<file path="src/rtl/asl_pkg.sv">
// ----------------------------------------------------------------------------
// asl_pkg
// Shared types and constants of the aligned segment locator.
// ----------------------------------------------------------------------------
package asl_pkg;

	localparam int unsigned MAX_SEGS_DEF = 1024;
	localparam int unsigned LEN_W        = 32;
	localparam int unsigned IDX_W        = 10;
	localparam int unsigned END_W        = 33;

	typedef enum logic [1:0] {
		ACT_CLEAR = 2'd0,
		ACT_LOAD  = 2'd1,
		ACT_QUERY = 2'd2
	} action_t;

	typedef enum logic [1:0] {
		STS_OK    = 2'd0,
		STS_RANGE = 2'd1,
		STS_EMPTY = 2'd2,
		STS_FULL  = 2'd3
	} status_t;

	typedef struct packed {
		logic init;
		logic step;
	} srch_ctl_t;

endpackage

</file>
<file path="src/rtl/asl_search.sv">
// ----------------------------------------------------------------------------
// asl_search
// Binary search step unit: one compare of a fetched start to the position
// per cycle while stepped, narrowing lo/hi, issuing the next probe address.
// ----------------------------------------------------------------------------
module asl_search import asl_pkg::*; #(
	parameter int unsigned AW = $clog2(MAX_SEGS_DEF)
) (
	input  logic             clk,
	input  srch_ctl_t        ctl,
	input  logic [AW-1:0]    last_idx,
	input  logic [LEN_W-1:0] pos,
	input  logic [LEN_W-1:0] rd_start,
	output logic [AW-1:0]    raddr,
	output logic             done,
	output logic [AW-1:0]    lo
);

	logic [AW-1:0] lo_q, hi_q, mid_q;
	logic [AW-1:0] lo_n, hi_n, mid_n;
	logic [AW:0]   span;

	always_comb begin
		lo_n = lo_q;
		hi_n = hi_q;
		if (ctl.init) begin
			lo_n = '0;
			hi_n = last_idx;
		end else if (ctl.step) begin
			if (rd_start <= pos) begin
				lo_n = mid_q;
			end else begin
				hi_n = mid_q - AW'(1);
			end
		end
		span  = {1'b0, hi_n} - {1'b0, lo_n} + (AW+1)'(1);
		mid_n = lo_n + AW'(span >> 1);
		done  = !(lo_n < hi_n);
		raddr = done ? lo_n : mid_n;
	end

	always_ff @(posedge clk) begin
		if (ctl.init || ctl.step) begin
			lo_q  <= lo_n;
			hi_q  <= hi_n;
			mid_q <= mid_n;
		end
	end

	assign lo = lo_q;

endmodule

</file>
<file path="config.mk">
export PLATFORM = sky130hd
export DESIGN_NAME = asl_search
export DESIGN_NICKNAME = d
export VERILOG_FILES = /design/src/rtl/asl_pkg.sv /design/src/rtl/asl_search.sv
export SDC_FILE = /design/constraint.sdc
export NUM_CORES = 1
export LEC_CHECK = 0
export BUFFER_PORTS_ARGS = -buffer_cell sky130_fd_sc_hd__buf_2
export CORE_UTILIZATION = 49
export CTS_CLUSTER_DIAMETER = 200
export DETAILED_ROUTE_END_ITERATION = 7
export GPL_TIMING_DRIVEN = 0
export PLACE_DENSITY = 0.82
export SLEW_MARGIN = 20
export SYNTH_ARGS = -nofsm -noshare
export SYNTH_HDL_FRONTEND = slang
export SYNTH_SLANG_ARGS = --single-unit
</file>
<file path="constraint.sdc">
create_clock -name clk -period 6.1 [get_ports clk]
set_input_delay 0.61 -clock clk [delete_from_list [all_inputs] [get_ports clk]]
set_output_delay 0.61 -clock clk [all_outputs]
set_load 0.05 [all_outputs]
</file>
# == Word level (Yosys, flattened, before mapping) ==
# Index checks and enable logic that the tools add are counted.
# op_classes
n_mux,7
n_reduce_logical,2
addsub,4
magnitude_cmp,2
# op_table
cell,n
10-bit two-way mux,7
32-bit <= comparator,1
11-bit by 1-bit adder with 11-bit output (second input constant),1
10-bit by 10-bit subtractor with 11-bit output,1
10-bit adder,1
10-bit < comparator,1
10-bit by 1-bit subtractor with 10-bit output (second input constant),1
1-bit zero test,1
1-bit logical OR,1
# word_totals
output_inout_bits,21
ff_bits,30
inputBits,77
word_cells,18

# == Longest topological paths before layout ==
# depth
ltp_word,8
depth_mapped,28
depth_no_buf,28

# == Worst setup path before layout ==
# No wires, ideal clock.
# synth_timing
path_kind,input port to output port
from,input port pos[1]
to,output port raddr[9]
stages,28
t_required_ps,5490
path_slack_ps,-101
t_arrival_ps,5591
n_path_buf,1
cell_sequence,inv_1 ha_1 nor2b_4 o211ai_2 a2111oi_1 or4_4 a221oi_2 buf_6 mux2i_1 nor2_1 ha_1 inv_1 ha_1 inv_1 fa_1 o21ai_0 a21oi_1 xnor2_1 ha_1 nand2_1 o21ai_0 o21ai_0 nand2b_1 a21oi_1 o21ai_0 xnor2_1 xnor2_1 mux2_2
# synth_via
elab_chain_len,8
elab_cells_between_ends,12
cone_classes,add/sub: 3; order compare: 2; mux: 7
# synth_rtl
element,line_no,rtl
"start, declared",asl_search.sv:12,"input logic [LEN_W-1:0] pos,"
32-bit <= comparator (*),asl_search.sv:30,if (rd_start <= pos) begin
10-bit two-way mux (*),asl_search.sv:30,
10-bit two-way mux (*),asl_search.sv:29,end else if (ctl.step) begin
10-bit two-way mux (*),asl_search.sv:26,if (ctl.init) begin
via lo_n[1],asl_search.sv:20,"logic [AW-1:0] lo_n, hi_n, mid_n;"
10-bit by 10-bit subtractor with 11-bit output,asl_search.sv:36,"span = {1'b0, hi_n} - {1'b0, lo_n} + (AW+1)'(1);"
11-bit by 1-bit adder with 11-bit output,asl_search.sv:36,
10-bit adder (*),asl_search.sv:37,mid_n = lo_n + AW'(span >> 1);
via mid_n[9],asl_search.sv:20,
10-bit two-way mux (*),asl_search.sv:39,raddr = done ? lo_n : mid_n;
"end, declared",asl_search.sv:14,"output logic [AW-1:0] raddr,"
# Mark *: on every way through the listed nets, which the timed path passes. The rest lies on a longest branch.

# == Worst setup path after layout ==
# layout_timing
from,input port pos[14]
to,output port raddr[9]
# The elaborated chain is that of the path after synthesis.

==> reports/results.tsv <==
stage	metric	value	unit
clock_network	H-tree levels	2	
setup_path	crit start category	input pin	
hold_path	Hold Path Class	input pin to register	
sta	setup violators final	2	
cells_and_area	layout cells sized above 1	45.7	%
cells_and_area	antenna cell count	0	
synth	syn_nets	527	
grt	total gr overflow	0	
drt	Vias	3357	
setup_path	crit path max fanout	5	
sta	hold slack	725	ps
placed_design	GP Congestion	0.830	
setup_path	r2r endpoint	mid_q[9]	
cells_and_area	most frequent cells in the layout	buf_2 (92), inv_1 (53), ha_1 (49), buf_4 (33)	
floorplanning	Die W	86.1	um
synth	synth unique cells	41	
drt	routed vias/inst	5.37	
hold_path	HP Start	last_idx[5]	
run_status	failing checks	negative setup slack	
floorplanning	I/O Pins	98	
power	PD cells	580	nW/um2
drt	DRC	0	
hold_path	WHS Path Cells	4	
setup_path	CP endpoint kind	output pin	
grt	first-pass GRT wire length	14800	um
sta	Clock Skews	10.1	ps
drt	drt first pass iters	4	
placed_design	# placed instances	573	
sta	Slew Viols, Final	0	
setup_path	reg2reg setup slack	1120	ps
setup_path	cell family with most CP delay	adder cells	
power	VDD IR max	673	uV
floorplanning	die area	7420	um2
sta	worst slew pin tran	772	ps
cells_and_area	final instance area	5050	um2
power	Leak Pwr	2.47	nW
grt	vias in the first global route	3252	
synth	Syn. warnings	0	
sta	Tmin final	6400	ps
clock_network	CTS Buffer Depth	2	
setup_path	slowest cell on the critical path	fa_2	
flow_run	max-cap viol count	0	
floorplanning	Core Region	6830	um2
cells_and_area	nets@finish	675	
placed_design	I/O Buffers	97	
clock_network	CTS root buf	clkbuf_8	
cells_and_area	register area	901	um2
drt	Wirelength per Cell	17.0	um
cells_and_area	Final Core Density	73.9	%
sta	worst setup margin	-302	ps
grt	initial antenna violation count	0	
synth	Mapped Avg Cell Area	9.13	um2
synth	Netlist Area Pre-Place	3470	um2
clock_network	CTS tree	done	
clock_network	cts bufs inserted	5	
setup_path	WS Path Type	input pin to output pin	
sta	max_slew headroom	48.4	%
placed_design	Cell Area, Placed	4080	um2
grt	GRT Util Overall	25.7	%
sta	Fin. Hold Viols	0	
setup_path	WP data arrival	5790	ps
clock_network	clock sink total	30	
cells_and_area	Multi-input gate area	2740	um2
drt	Routed Antenna Nets	0	
floorplanning	initial core utilization	50.8	%
synth	#FFs+latches synth	30	
placed_design	pre-CTS WS	-1220	ps
cells_and_area	most common cell after layout, fill and taps aside	buf_2	
cells_and_area	fill cell count	452	
setup_path	slowest stage delay, CP	410	ps
grt	largest net degree at the start of global routing	31	
drt	WL final	10600	um
floorplanning	Die H	86.1	um
sta	fmax	156	MHz
synth	sequential element share of the synthesized area	26.0	%
placed_design	post-DP HPWL	6510	um
clock_network	clock latency at the later pin of the worst-skew pair	300	ps
synth	Cells after Synth	380	
run_status	outcome	finished with violations	
setup_path	R2R cell count	22	
sta	RSZ-0062 raised after global routing	yes	
clock_network	hold_buf cts	0	
setup_path	Crit path buffers/inverters	7	
drt	1st-iter DRT viols	120	
setup_path	Top cell by count, worst path	a21oi_2	
cells_and_area	non-filler instance count after layout	625	
sta	Tcrit/Tclk final	105	%
setup_path	RR Startpoint	mid_q[2]	
cells_and_area	area delta synth->final	45.5	%
hold_path	Endpoint, Worst Hold	hi_q[5]	
clock_network	Reg clk slew, reported paths	80	ps
floorplanning	Rows	30	
setup_path	Crit path required time	5490	ps
-- cells in the mapped netlist --
master	instances	area, um2
ha_1	68	851
inv_1	64	240
nand2_1	32	120
edfxtp_1	30	901
a21oi_1	27	135
nor2_1	20	75.1
xnor2_1	20	175
o21ai_0	19	95.1
mux2i_1	12	120
nand4_1	10	62.6
mux2_4	9	135
o21a_1	8	60.1
a21o_1	7	52.6
xor2_1	7	61.3
nor3_1	5	25.0
o21bai_1	4	30.0
clkbuf_1	3	11.3
nand3_1	3	15.0
nor2b_1	3	18.8
a211oi_1	2	15.0
a22oi_1	2	15.0
buf_6	2	22.5
fa_1	2	40.0
nand2b_1	2	12.5
nor4_1	2	12.5
or3_1	2	12.5
a2111oi_1	1	10.0
a211oi_2	1	12.5
a221oi_2	1	15.0
and2b_4	1	10.0
buf_2	1	5.00
mux2_2	1	11.3
nor2_2	1	6.26
nor2_4	1	11.3
nor2b_4	1	13.8
o211a_1	1	10.0
o211ai_1	1	7.51
o211ai_2	1	12.5
o21ba_2	1	10.0
o41ai_1	1	8.76
or4_4	1	11.3
-- power breakdown --
part | leakage [nW] | internal [W] | switching (W) | total [W]
clock | 0.0416 | 0.0000782 | 0.0000898 | 0.000168
sequential | 0.315 | 0.000331 | 0.0000532 | 0.000384
combinational | 2.12 | 0.00116 | 0.00122 | 0.00238
-- stage by stage --
step	power (W)	setup TNS, ps
after floorplan	0.00161	0
after global placement	0.00185	-3210
after detailed placement	0.00189	-4820
after CTS	0.00273	-419
after global routing	0.00308	-1340
final	0.00293	-398
-- worst max path at each step --
| stage | startpoint | cells past startpoint | slack [ps] | to |
|---|---|---|---|---|
| 6_report | pos[14] | 29 | -300 | raddr[9] |
| 3_5_place_dp | pos[30] | 28 | -1220 | raddr[9] |
| 3_3_place_gp | pos[29] | 29 | -1000 | raddr[9] |
| 5_1_grt | pos[3] | 28 | -490 | raddr[9] |
| 2_1_floorplan | pos[1] | 28 | 20 | raddr[9] |
| 4_1_cts | rd_start[1] | 29 | -280 | raddr[9] |
-- state kept, by name, summed over array words and instances (netlist names) --
name and cells:
hi_q 10, mid_q 10, lo 10
-- per-layer routing --
| layer | global-route usage (%) | up-vias | part of all wire, % |
|---|---|---|---|
| met3 | 3.66 | 26 | 5.7 |
| met1 | 28.4 | 1574 | 38 |
| met5 | 0 | - | 0 |
| met2 | 49.1 | 141 | 54 |
| met4 | 10.0 | 0 | 2.5 |
| li1 | - | 1616 | - |
-- tightest hold or removal path: stages --
cell and delay, ps:
buf_2 80, nand2_1 40, o21a_1 110, inv_1 70
-- cells by family after synthesis --
| group | share of synthesized area [%] |
|---|---|
| compound gates | 14.1 |
| mux | 7.68 |
| fa+ha+maj | 25.7 |
| flops | 26.0 |
| simple gates | 11.7 |
| buf+inv | 8.04 |
| xor+xnor | 6.82 |
-- repair_timing --
| item | 4_1_cts | 5_1_grt |
|---|---|---|
| gates resized for setup | 61 | 54 |
| endpoints found under the setup margin | 11 | 12 |
| hold endpoints to repair | 0 | 0 |
| buffers inserted | 38 | 14 |
| pin swaps | 38 | 48 |
-- cell type report --
class,count,area share [%]
Clock buffer,5,1.36
Tap cell,96,2.38
Buffer,6,0.917
Sequential cell,30,17.8
Timing Repair Buffer,141,18.1
Inverter,64,4.81
Clock inverter,3,0.322
Multi-Input combinational cell,280,54.3
Power figures use the tool's default switching activity.
